**src/aces_tonemap_pixel_quantizer_defines.svh**
```systemverilog
// ----------------------------------------------------------------------------
// aces tonemap pixel quantizer assertion macros
// shared property forms for the checks at the end of the top level
// ----------------------------------------------------------------------------
`ifndef ACES_TONEMAP_PIXEL_QUANTIZER_DEFINES_SVH
`define ACES_TONEMAP_PIXEL_QUANTIZER_DEFINES_SVH

// same-cycle implication, masked while in reset
`define ACEQ_ASSERT_NOW(lbl, ante, cons) \
  lbl: assert property (@(posedge clk) disable iff (!rst_n) (ante) |-> (cons)) \
    else $error("aceq same-cycle check failed");

// next-cycle implication, masked while in reset
`define ACEQ_ASSERT_NEXT(lbl, ante, cons) \
  lbl: assert property (@(posedge clk) disable iff (!rst_n) (ante) |=> (cons)) \
    else $error("aceq next-cycle check failed");

// state right after a reset cycle
`define ACEQ_ASSERT_RST(lbl, cons) \
  lbl: assert property (@(posedge clk) (!rst_n) |=> (cons)) \
    else $error("aceq reset check failed");

`endif

```
**src/aceq_pkg.sv**
```systemverilog
// ----------------------------------------------------------------------------
// aceq_pkg
// shared constants and types of the aces tonemap pixel quantizer
// ----------------------------------------------------------------------------
package aceq_pkg;

  localparam int InputWidthDef = 24;
  localparam int FracBits      = 16;
  localparam int XW            = 19;   // curve inputs below 8.0
  localparam int AW            = 27;   // 251*x + 3*one, 243*x + 59*one
  localparam int PW            = 47;   // num, den
  localparam int NW            = 56;   // 510*num + den
  localparam int DW            = 48;   // 2*den
  localparam int QBits         = 8;
  localparam int PolyLat       = 3;
  localparam int Lat           = PolyLat + QBits;

  localparam logic [7:0] ByteMax = 8'hFF;

  typedef struct packed {
    logic          byp;
    logic [7:0]    bval;
    logic [NW-1:0] n;
    logic [DW-1:0] d;
  } aceq_div_t;

endpackage

```
**src/aceq_div.sv**
```systemverilog
// ----------------------------------------------------------------------------
// aceq_div
// eight-stage restoring divider, one quotient bit per stage
// ----------------------------------------------------------------------------
module aceq_div (
  input  logic                clk,
  input  logic                en,
  input  aceq_pkg::aceq_div_t dq,
  output logic [7:0]          q_out
);

  localparam int NB = aceq_pkg::QBits;

  logic [aceq_pkg::NW-1:0] rem_r  [NB];
  logic [aceq_pkg::DW-1:0] d_r    [NB];
  logic [NB-1:0]           q_r    [NB];
  logic                    byp_r  [NB];
  logic [7:0]              bval_r [NB];

  for (genvar k = 0; k < NB; k++) begin : g_step
    logic [aceq_pkg::NW-1:0] rem_src, dsh;
    logic [aceq_pkg::DW-1:0] d_src;
    logic [NB-1:0]           q_src;
    logic                    byp_src, hit;
    logic [7:0]              bval_src;

    if (k == 0) begin : g_first
      assign rem_src  = dq.n;
      assign d_src    = dq.d;
      assign q_src    = '0;
      assign byp_src  = dq.byp;
      assign bval_src = dq.bval;
    end else begin : g_next
      assign rem_src  = rem_r[k-1];
      assign d_src    = d_r[k-1];
      assign q_src    = q_r[k-1];
      assign byp_src  = byp_r[k-1];
      assign bval_src = bval_r[k-1];
    end

    assign dsh = aceq_pkg::NW'(d_src) << (NB - 1 - k);
    assign hit = (rem_src >= dsh);

    always_ff @(posedge clk) begin
      if (en) begin
        rem_r[k]  <= hit ? rem_src - dsh : rem_src;
        d_r[k]    <= d_src;
        q_r[k]    <= {q_src[NB-2:0], hit};
        byp_r[k]  <= byp_src;
        bval_r[k] <= bval_src;
      end
    end
  end

  assign q_out = byp_r[NB-1] ? bval_r[NB-1] : q_r[NB-1];

endmodule

```
**config.mk**
```make
export PLATFORM = sky130hd
export DESIGN_NAME = aceq_div
export DESIGN_NICKNAME = d
export VERILOG_FILES = /design/src/aces_tonemap_pixel_quantizer_defines.svh /design/src/aceq_pkg.sv /design/src/aceq_div.sv
export SDC_FILE = /design/constraint.sdc
export NUM_CORES = 2
export LEC_CHECK = 0
export BUFFER_PORTS_ARGS = -buffer_cell sky130_fd_sc_hd__clkbuf_2
export CAP_MARGIN = 15
export CORE_MARGIN = 2
export CORE_UTILIZATION = 53
export DETAILED_ROUTE_END_ITERATION = 6
export PLACE_DENSITY = 0.76
export SKIP_LAST_GASP = 1
export SLEW_MARGIN = 25
export SYNTH_ARGS = -nofsm -noshare
export SYNTH_HDL_FRONTEND = slang
export SYNTH_SLANG_ARGS = --single-unit
```
**constraint.sdc**
```tcl
create_clock -name clk -period 5.75 [get_ports clk]
set_clock_uncertainty 0.1 [all_clocks]
set_input_delay 0.2875 -clock clk [delete_from_list [all_inputs] [get_ports clk]]
set_output_delay 0.2875 -clock clk [all_outputs]
set_load 0.01 [all_outputs]
```
After elaboration in Yosys (flattened, before gate mapping)
Memory sizes are Yosys's and may differ from the RTL's. Cells that the tools add are included.

Add/sub/neg operators: 8. Magnitude comparators: 8. Muxes and demuxes: 11.

Operator list (number): $mux W56 (8); $ge A56 B48 Y1 (1); $ge A56 B49 Y1 (1); $ge A56 B50 Y1 (1); $ge A56 B51 Y1 (1); $ge A56 B52 Y1 (1); $ge A56 B53 Y1 (1); $ge A56 B54 Y1 (1); $ge A56 B55 Y1 (1); $sub A56 B48 Y56 (1); $sub A56 B49 Y56 (1); $sub A56 B50 Y56 (1); $sub A56 B51 Y56 (1); $sub A56 B52 Y56 (1); $sub A56 B53 Y56 (1); $sub A56 B54 Y56 (1); $sub A56 B55 Y56 (1); $mux W8 (1); $mux W1 (2).

RAM bits: 968. Bits in registers: 0. Memories kept: 5. Output and inout bits: 8.

Memories: rem_r (depth 8, width 56, read ports 7, clocked after memory_dff 0, write ports 8, RTL line aceq_div.sv:14) `logic [aceq_pkg::NW-1:0] rem_r [NB];`; d_r (depth 8, width 48, read ports 7, clocked after memory_dff 0, write ports 8, RTL line aceq_div.sv:15) `logic [aceq_pkg::DW-1:0] d_r [NB];`; bval_r (depth 8, width 8, read ports 8, clocked after memory_dff 0, write ports 8, RTL line aceq_div.sv:18) `logic [7:0] bval_r [NB];`; q_r (depth 8, width 8, read ports 8, clocked after memory_dff 0, write ports 8, RTL line aceq_div.sv:16) `logic [NB-1:0] q_r [NB];`; byp_r (depth 8, width 1, read ports 8, clocked after memory_dff 0, write ports 8, RTL line aceq_div.sv:17) `logic byp_r [NB];`.

Depth between registers and ports, before layout
An unclocked memory read counts as a cell.

Depth after elaboration: 3. Gate-level depth with buffers: 16. Gate-level depth less buffers: 15.

Least setup slack after synthesis
Ideal clock, no wire load.

Path kind: register -> register. Start point: mem rem_r[0][61] in the netlist's numbering. End point: mem rem_r[1][49] in the netlist's numbering (data pin). Path slack: 2.260 ns. Buffers on the path: 0. Stages on the path, launching flop included: 15. Period minus slack after synthesis: 3.490 ns. Arrival: 3.126 ns. Cell sequence: edfxtp_1 > inv_1 > ha_1 > inv_1 > fa_1 > a211oi_1 > o21ai_1 > a221o_1 > a2111oi_4 > o31a_1 > o211ai_1 > a31oi_1 > o21ba_2 > xor2_1 > o21ai_1.

RTL lines (RTL line): start, declared (aceq_div.sv:14).

==> reports/results.ini <==
[worst_setup_path]
cp_max_fo=40
start_kind=register
endpoint_kind=register
crit_arrival_ns=5.15
critPathKind=register to register
required_ns=6.04

[timing]
hold_violations=0
whs_ns=0.05256
maxSlewViolCount=0
rsz0062_at_grt=no
post-route-period-util_pct=84.41
fmax_mhz=206.0
setup_viol=0
final.setup.tns_ns=0
finalCriticalPeriod_ns=4.854
max_slew.worst_pin.slew_ns=0.8358
slew-limit-headroom_pct=42.84

[run]
max-cap-violations=0

[routing]
drc=0
drtPass1Iterations=6
totalWireLength_um=117900
ant_nets=0
routed-via-count=37200
wl_per_cell_um=18.15
drt_iter0_drc=2776
via_per_inst=5.725

[power_and_ir_drop]
power.switching_mw=10.52
p_leak_nw=23.10
p_int_mw=17.42
seq_power_share_pct=35.0
total_power_mw=27.95
pwr-share-comb_pct=44.2
ir_worst_vdd_mv=0.2985
netSwitchingFraction_pct=37.65
powerDensity_nw_per_um2=487.9
p_clk_share_pct=20.8

[synthesis]
ys_seq_elements=836
yosysUniqueCellTypes=99
syn_inst=4969
synth_top_flop_cell=edfxtp_1
syn_nets=5475
ys_warn_count=0
syn_avg_cell_area_um2=10.33
synth_edf_count=836
netlist_area_um2=51340
async_flop_share_pct=0
ys_seq_area_share_pct=48.89

[outcome]
status=finished, final reports clean

[cts]
cts_buffer_depth=3
cts_hold_buffers=113
cts_resized=0
root_buffer=clkbuf_16
cts.htree.levels=3
cts_tree=yes
cts_num_sinks=836
postCtsSetupBuffers=0
worstSkewPairLatency_ns=0.66
clk_pin_slew_ns=0.06
cts_inserted_buffers=88

[floorplan]
die_area_um2=99380
io_pins=123
die_h_um=315.2
initial_core_util_pct=53.33
coreArea_um2=96280
rows=114
die_x_um=315.2

[global_route]
grt_max_degree=120
grtUsageMet2_pct=39.00
track_usage_pct=23.71
use_met3_pct=2.559
antenna_found_initial=0
grt_busiest_layer=met2
use_met1_pct=31.91
grt_pass1_wl_um=188500
grt_pass1_vias=36150
overflow=0

[finish]
num-nets-final=5657
fill_cells=8008
drive_above_1_share_pct=8.142
syn2layout_area_growth_pct=11.55

[placement]
gp_congestion=0.9172
io_buffers=122
hpwl_um=90830

[worst_hold_path]
hp-class=primary input to register

==> cells in the final DEF (no fill, tap or decap), drive strengths merged, types with 88 or more instances in the layout <==
cell / count
a21oi: 457
dlygate4sd3: 113
nor2: 301
xnor2: 184
clkbuf: 224
a21o: 158
edfxtp: 836
ha: 384
nand2: 470
o21ai: 402
inv: 469
xor2: 142
mux2: 88
==> power groups by stage <==
stage / Sequential (mW) / Clock (mW) / Combinational (mW)
2_1_floorplan: 9.45 / 0 / 9.40
3_3_place_gp: 9.82 / 0 / 12.0
3_5_place_dp: 9.86 / 0 / 12.1
4_1_cts: 9.75 / 5.97 / 12.2
5_1_grt: 9.91 / 6.20 / 13.8
6_report: 9.77 / 5.82 / 12.3
==> sequential cells by signal (all words and copies together), names as in the netlist <==
signal / count
q_r: 36
rem_r: 392
d_r: 336
bval_r: 64
byp_r: 8
==> metal layers <==
| layer | vias to the layer above | part of all wire [%] |
|---|---|---|
| met5 | - | 0 |
| met3 | 252 | 4.5 |
| met2 | 1076 | 46 |
| met1 | 17300 | 45 |
| met4 | 0 | 4.5 |
| li1 | 18570 | - |
==> worst paths after layout <==
kind         startpoint            end  slack [ns]  depth (start not counted)
min reg2reg  q_r[1][12]     q_r[1][21]        0.31                          0
max           d_r[1][0]   rem_r[1][64]        0.90                         11
min                  en  bval_r[0][22]        0.05                          1
max reg2reg   d_r[1][0]   rem_r[1][64]        0.90                         11
==> critical path, stage by stage (launching register included) <==
cell,delay (ns)
edfxtp_1,0.42
ha_1,0.24
fa_1,0.41
nor2b_1,0.17
o31a_1,0.19
o21ai_1,0.17
o31ai_1,0.54
o31ai_1,0.23
o21ai_0,0.58
a311o_2,0.61
buf_4,0.48
mux2_2,0.42
==> per-stage QoR <==
stage | instances | utilization [%] | instance area [um^2] | setup WS (ns)
2_1_floorplan | 4969 | - | 51340 | 2.260
3_3_place_gp | 6224 | 55.20 | 53150 | 1.072
3_5_place_dp | 6224 | 55.20 | 53150 | 1.022
4_1_cts | 6496 | 59.48 | 57270 | 1.014
5_1_grt | 6496 | 59.48 | 57270 | 0.7878
6_report | 6497 | 59.49 | 57270 | 0.8964
==> cell usage after synthesis, types with 55 or more instances <==
library cell / instances / area share [%]
a21o_1: 158 / 2.3
a21oi_1: 456 / 4.4
clkbuf_1: 107 / 0.78
edfxtp_1: 836 / 49
ha_1: 384 / 9.4
inv_1: 460 / 3.4
mux2_2: 83 / 1.8
nand2_1: 470 / 3.4
nand3_1: 75 / 0.73
nand4_1: 76 / 0.93
nor2_1: 300 / 2.2
nor3_1: 69 / 0.67
o21ai_0: 379 / 3.7
o21bai_1: 55 / 0.80
xnor2_1: 184 / 3.1
xor2_1: 142 / 2.4
==> final cells by class <==
class	instances	area [um^2]	share of cell area [%]
timing repair buffer	256	2022	3.530
inverter	463	1738	3.034
tap	1276	1597	2.788
multi-input combinational	3506	23820	41.59
clock inverter	56	729.5	1.274
antenna	1	2.502	0.004369
sequential	836	25100	43.83
clock buffer	103	2258	3.943
==> logic make-up after synthesis <==
logic type | share of synthesized area, %
simple gates | 11.49
flops | 48.89
buf+inv | 4.762
mux | 1.969
compound gates | 17.69
xor+xnor | 5.561
fa+ha+maj | 9.631
No activity file was read; power rests on OpenSTA's default activity.
