$ cat config.mk
export PLATFORM = sky130hd
export DESIGN_NAME = aceq_poly
export DESIGN_NICKNAME = d
export VERILOG_FILES = /design/src/aces_tonemap_pixel_quantizer_defines.svh /design/src/aceq_pkg.sv /design/src/aceq_poly.sv
export SDC_FILE = /design/constraint.sdc
export NUM_CORES = 2
export LEC_CHECK = 0
export ABC_AREA = 1
export BUFFER_PORTS_ARGS = -buffer_cell sky130_fd_sc_hd__buf_4
export CORE_MARGIN = 10
export CORE_UTILIZATION = 60
export CTS_BUF_LIST = sky130_fd_sc_hd__clkbuf_8
export CTS_CLUSTER_SIZE = 40
export DETAILED_ROUTE_END_ITERATION = 16
export PLACE_DENSITY = 0.77
export SLEW_MARGIN = 20
export SYNTH_ARGS = -nofsm -noshare
export SYNTH_HDL_FRONTEND = slang
export SYNTH_SLANG_ARGS = --single-unit
export TNS_END_PERCENT = 1
$ cat constraint.sdc
create_clock -name clk -period 14.3 [get_ports clk]
set_clock_uncertainty 0.15 [all_clocks]
set_input_delay 2.86 -clock clk [delete_from_list [all_inputs] [get_ports clk]]
set_output_delay 2.86 -clock clk [all_outputs]
set_load 0.1 [all_outputs]
$ cat src/aces_tonemap_pixel_quantizer_defines.svh
// ----------------------------------------------------------------------------
// aces tonemap pixel quantizer assertion macros
// shared property forms for the checks at the end of the top level
// ----------------------------------------------------------------------------
`ifndef ACES_TONEMAP_PIXEL_QUANTIZER_DEFINES_SVH
`define ACES_TONEMAP_PIXEL_QUANTIZER_DEFINES_SVH

// same-cycle implication, masked while in reset
`define ACEQ_ASSERT_NOW(lbl, ante, cons) \
  lbl: assert property (@(posedge clk) disable iff (!rst_n) (ante) |-> (cons)) \
    else $error("aceq same-cycle check failed");

// next-cycle implication, masked while in reset
`define ACEQ_ASSERT_NEXT(lbl, ante, cons) \
  lbl: assert property (@(posedge clk) disable iff (!rst_n) (ante) |=> (cons)) \
    else $error("aceq next-cycle check failed");

// state right after a reset cycle
`define ACEQ_ASSERT_RST(lbl, cons) \
  lbl: assert property (@(posedge clk) (!rst_n) |=> (cons)) \
    else $error("aceq reset check failed");

`endif

$ cat src/aceq_pkg.sv
// ----------------------------------------------------------------------------
// aceq_pkg
// shared constants and types of the aces tonemap pixel quantizer
// ----------------------------------------------------------------------------
package aceq_pkg;

  localparam int InputWidthDef = 24;
  localparam int FracBits      = 16;
  localparam int XW            = 19;   // curve inputs below 8.0
  localparam int AW            = 27;   // 251*x + 3*one, 243*x + 59*one
  localparam int PW            = 47;   // num, den
  localparam int NW            = 56;   // 510*num + den
  localparam int DW            = 48;   // 2*den
  localparam int QBits         = 8;
  localparam int PolyLat       = 3;
  localparam int Lat           = PolyLat + QBits;

  localparam logic [7:0] ByteMax = 8'hFF;

  typedef struct packed {
    logic          byp;
    logic [7:0]    bval;
    logic [NW-1:0] n;
    logic [DW-1:0] d;
  } aceq_div_t;

endpackage

$ cat src/aceq_poly.sv
// ----------------------------------------------------------------------------
// aceq_poly
// clamp path and rational curve numerator / denominator, three stages
// ----------------------------------------------------------------------------
module aceq_poly (
  input  logic               clk,
  input  logic               en,
  input  logic               mode,
  input  logic [31:0]        x,
  output aceq_pkg::aceq_div_t dq
);

  localparam logic [31:0] One   = 32'(1) << aceq_pkg::FracBits;
  localparam logic [31:0] Eight = 32'(8) << aceq_pkg::FracBits;

  // stage 1
  logic [aceq_pkg::XW-1:0] x1_r;
  logic [aceq_pkg::AW-1:0] a1_r, b1_r;
  logic                    byp1_r;
  logic [7:0]              bval1_r;
  // stage 2
  logic [aceq_pkg::PW-1:0] num2_r, den2_r;
  logic                    byp2_r;
  logic [7:0]              bval2_r;
  // stage 3
  aceq_pkg::aceq_div_t     dq_r;

  logic [aceq_pkg::XW-1:0] xs;
  logic [23:0]             clamp_prod;
  logic [7:0]              clamp_v;
  logic                    big, ge_one, num_ge;

  always_comb begin
    xs         = x[aceq_pkg::XW-1:0];
    big        = (x >= Eight);
    ge_one     = (x >= One);
    clamp_prod = 24'(x[15:0]) * 24'd255 + 24'd32768;
    clamp_v    = clamp_prod[23:16];
    num_ge     = (num2_r >= den2_r);
  end

  always_ff @(posedge clk) begin
    if (en) begin
      x1_r    <= xs;
      a1_r    <= aceq_pkg::AW'(xs) * aceq_pkg::AW'(251) + aceq_pkg::AW'(3 * 65536);
      b1_r    <= aceq_pkg::AW'(xs) * aceq_pkg::AW'(243) + aceq_pkg::AW'(59 * 65536);
      byp1_r  <= !mode || big;
      bval1_r <= (mode || ge_one) ? aceq_pkg::ByteMax : clamp_v;

      num2_r  <= aceq_pkg::PW'(x1_r) * aceq_pkg::PW'(a1_r);
      den2_r  <= aceq_pkg::PW'(x1_r) * aceq_pkg::PW'(b1_r)
                 + (aceq_pkg::PW'(14) << (2 * aceq_pkg::FracBits));
      byp2_r  <= byp1_r;
      bval2_r <= bval1_r;

      // ratio at or above one saturates
      dq_r.byp  <= byp2_r || num_ge;
      dq_r.bval <= byp2_r ? bval2_r : aceq_pkg::ByteMax;
      dq_r.n    <= (aceq_pkg::NW'(num2_r) << 9) - aceq_pkg::NW'(num2_r) - aceq_pkg::NW'(num2_r)
                   + aceq_pkg::NW'(den2_r);
      dq_r.d    <= aceq_pkg::DW'(den2_r) << 1;
    end
  end

  assign dq = dq_r;

endmodule

======== After elaboration in Yosys (flattened, before gate mapping) ========
Index checks and enable logic that the tools add are counted.
word-level totals
  flip-flop bits (word level) ............. 296
  input port bits ......................... 35
  output and inout bits ................... 113
  word-level logic and storage cells ...... 32
cells by class
  add/sub/neg operators ................... 7
  multiply operators ...................... 5
  magnitude comparators ................... 3
  reduce and logical (&&, ||, !) cells .... 4
operators with widths
  kind                                                                 number
  multiplier 19 x 27 -> 46 bit                                         2
  adder 56 x 47 -> 56 bit                                              1
  subtractor 55 x 46 -> 56 bit                                         1
  subtractor 56 x 46 -> 56 bit                                         1
  multiplier 19 x 8 -> 27 bit, second input constant                   2
  adder 46 x 36 -> 47 bit, second input constant                       1
  greater-or-equal comparator 46 x 47 -> 1 bit                         1
  greater-or-equal comparator 32 x 17 -> 1 bit, second input constant  1
  greater-or-equal comparator 32 x 20 -> 1 bit, second input constant  1
  adder 27 x 18 -> 27 bit, second input constant                       1
  adder 27 x 22 -> 27 bit, second input constant                       1
  adder 24 x 16 -> 24 bit, second input constant                       1
  multiplier 16 x 8 -> 24 bit, second input constant                   1
  logical OR 1 bit                                                     3
  zero test 1 bit                                                      1

======== Logic depth before layout (Yosys ltp) ========
  depth after elaboration ................. 3
  gate-level depth with buffers ........... 29

======== Worst setup path before layout ========
Ideal clock, no wire load.
  path kind ............................... input-to-reg
  from .................................... in x[0]
  to ...................................... reg a1_r[20] (netlist bit) (data pin)
  setup time .............................. 0.252 ns
  data arrival time ....................... 6.373 ns
  slack ................................... 7.524 ns
  stages .................................. 15
  path buffers ............................ 0
  cell sequence ........................... fa_1 inv_1 fa_1 inv_1 fa_1 inv_1 fa_1 inv_1 ha_1 inv_1 o31ai_2 a21oi_2 or2_1 nand3_1 nand2_1
on the way
  word-level cells in the longest chain between the ends .. 2
RTL lines
  item                         RTL line         source
  start, declared              aceq_poly.sv:9   input logic [31:0] x,
  multiplier 19 x 8 -> 27 bit  aceq_poly.sv:45  a1_r <= aceq_pkg::AW'(xs) * aceq_pkg::AW'(251) + aceq_pkg::AW'(3 * 65536);
  adder 27 x 18 -> 27 bit      aceq_poly.sv:45
  end signal, assigned         aceq_poly.sv:45
  end, declared                aceq_poly.sv:18  logic [aceq_pkg::AW-1:0] a1_r, b1_r;
Every way passes these cells.
A chain may end at the register's enable or synchronous reset.

======== Final worst setup path ========
  from .................................... reg x1_r[5] (netlist bit)
  to ...................................... reg den2_r[46] (netlist bit) (data pin)
on the way
  word-level cells in the longest chain between the ends .. 2
RTL lines
  item                          RTL line         source
  start, declared               aceq_poly.sv:17  logic [aceq_pkg::XW-1:0] x1_r;
  start signal, assigned        aceq_poly.sv:44  x1_r <= xs;
  multiplier 19 x 27 -> 46 bit  aceq_poly.sv:51  den2_r <= aceq_pkg::PW'(x1_r) * aceq_pkg::PW'(b1_r)
  adder 46 x 36 -> 47 bit       aceq_poly.sv:52  + (aceq_pkg::PW'(14) << (2 * aceq_pkg::FracBits));
  end signal, assigned          aceq_poly.sv:51
  end, declared                 aceq_poly.sv:22  logic [aceq_pkg::PW-1:0] num2_r, den2_r;
Every way passes these cells.

==> metrics <==
mux contribution to synthesized area 0%; Max Cap Viol 0; worst rel slew slack between 20% and 30%; final hold vios 0; height of the die about 340 µm; clk root buf clkbuf_8; Post-synth EDFFs 288; Reg area between 8000 and 9000 µm²; crit path DAT ~7.5 ns; TNS Setup 0 ns; Hold/Removal Path Class reg -> reg; Core Area 100000 µm²; post-CTS sizing 0; top-area cell type share of the netlist area 35.4%; fin crit period 7.14 ns; flop-to-flop setup slack slightly above 7 ns; Max Fclk around 140 MHz; YS warnings 0; ys async rst share 0%; Stages on worst setup path 18; Detail Route Antenna Nets 0; R2R Path Start x1_r[5]; Post-Synth Simple-Gate Area between 10% and 20%; Crit-path slowest cell edfxtp_1; CP max stage delay between 1 and 1.5 ns; synthesized area approximately 60000 µm²; gr usage total a little under a third; Setup Buffers After CTS 0; period utilization roughly 50%; most common flop cell mapped by yosys edfxtp_1; Detailed Routing Iterations Pass 1 6; critical path class reg -> reg; Core Rows around 120; DR vias approximately 48000; DR vias/cell ~5.3; Port Buf Inserts approximately 150; unrepaired setup endpoints after global routing false; syn_nets 9315; synth unique cells between 40 and 50; placed cell area 62700 µm²; Setup WS pre-CTS around 7 ns; CTS max path bufs 3; CP Capture Point den2_r[46]; initial core utilization about 60%; drt drc 0; Top-Level Pins around 150; cells on worst reg2reg path 18; Yosys top cell by area fa_1; Clock transition at path regs around 0.060 ns; layout cells sized above 1 approximately 4.0%; Yosys reg bits 288; Synth Area in Compound Gates under 10%; Worst Path Buf+Inv 2; antenna violations before repair 5; final net count around 9300; grt ovf 0; Hold-fix buffers, CTS 0; xor-xnor portion of the synthesized cell area under 10%; first-pass GRT wire length around 270000 µm; worst hold margin about 0.26 ns; vias in the first global route just over 50000; pin count of the biggest net entering global routing 108; outcome complete, no violations; Crit Path Max Fanout 30; detailed placement HPWL roughly 140000 µm; drt total wl about 170000 µm; H-tree depth 2; area of the multi-input gates approximately 43000 µm²; dominant cells by area after synthesis fa_1, edfxtp_1, inv_1, nand2_1, ha_1; Filler Cell Count roughly 8700; total CTS buffers 52; final setup margin 7.16 ns; crit path launch type flop; r2r endpoint den2_r[46]; die area between 100000 and 150000 µm²; critical path's top delay family adder cells; fin area 63700 µm²; most frequent cells in the layout inv_1, nand2_1, fa_1, ha_1, nor2_1; register area share after synthesis ~14%; commonest non-fill, non-tap cell in the layout inv_1; clk_lat worst skew ~0.74 ns; Layout area overhead 5.37%; Die X-Extent around 340 µm; syn avg cell area 7.91 µm²; main combinational cell family by area after synthesis adder cells; worst path cell trace buf_4 -> nand2_1 -> fa_1 -> fa_1 -> fa_1 -> inv_1 -> fa_1 -> fa_1 -> fa_1 -> ha_1 -> ha_1 -> nand2_1 -> nor2_1 -> nand2_1 -> nor2_1 -> nand3_1 -> nand4_1 -> nand2_1; Critical Path RT about 15 ns; Setup crit end kind flop; DRT iter0 DRCs 3446; GP Congestion ~1.0; Worst Setup SP x1_r[5]; clk sink count roughly 290; final setup vio count 0; Max Slew Vio Count 0; wire per inst between 15 and 20 µm; worst slew pin tran roughly 1.1 ns; CTS tree done; CP most frequent cell fa_1; Mapped Cells approximately 7600; Post-Synth Adder-Cell Area 47.1%
synthesized netlist by cell type, drive strengths merged, types with 15 or more instances:
library cell and count:
a21oi 205, buf 36, clkbuf 182, edfxtp 288, fa 1070, ha 565, inv 2260, nand2 2127
nand3 200, nand4 57, nor2 330, nor3 36, o21ai 71, o21bai 24, or2 15, xnor2 28
xor2 90
flip-flops by register name, summed over array words and instances (netlist names):
signal   cells
dq         111
den2_r      47
num2_r      43
a1_r        26
b1_r        24
x1_r        19
bval1_r      8
bval2_r      8
byp1_r       1
byp2_r       1
cell families (layout without fill, tap and decap cells):
group,count (synthesis),count (layout)
simple gates,2789,2789
compound gates,336,336
xor+xnor,118,118
other cells,1,3
fa+ha+maj,1635,1635
flops,288,288
buf+inv,2478,2533
metal layers:
| layer | part of all wire (%) | GRT usage [%] |
|---|---|---|
| met5 | 0.020 | 0 |
| met4 | 6.0 | 16.1 |
| met3 | 8.0 | 5.48 |
| met2 | 48 | 52.9 |
| met1 | 38 | 36.7 |
per-stage QoR:
| step | utilization (%) | instances |
|---|---|---|
| finish | 63.7 | 9000 |
| floorplan | - | 7645 |
| CTS | 63.7 | 8998 |
| global route | 63.7 | 8999 |
| global placement | 62.7 | 8907 |
| detailed placement | 62.7 | 8907 |
final cells by class:
type / instances / share of cell area [%]
Clock buffer: 52 / 1.12
Inverter: 2260 / 13.3
Antenna cell: 2 / 0.00785
Tap cell: 1298 / 2.55
Clock inverter: 39 / 0.558
Multi-Input combinational cell: 4879 / 66.7
Timing Repair Buffer: 182 / 2.16
Sequential cell: 288 / 13.6
worst min path at each step:
| stage | slack [ns] | cells after the start | end | start |
|---|---|---|---|---|
| 2_1_floorplan | 0.25 | 0 | bval2_r[0] | bval1_r[0] |
| 3_3_place_gp | 0.25 | 0 | bval2_r[5] | bval1_r[5] |
| 3_5_place_dp | 0.25 | 0 | bval2_r[4] | bval1_r[4] |
| 4_1_cts | 0.26 | 0 | bval2_r[4] | bval1_r[4] |
| 5_1_grt | 0.27 | 0 | bval2_r[4] | bval1_r[4] |
| 6_report | 0.26 | 0 | bval2_r[4] | bval1_r[4] |
Power is left out: the tool's default activity adds up to more than one toggle a clock period on the data nets, which glitch-free logic cannot reach.
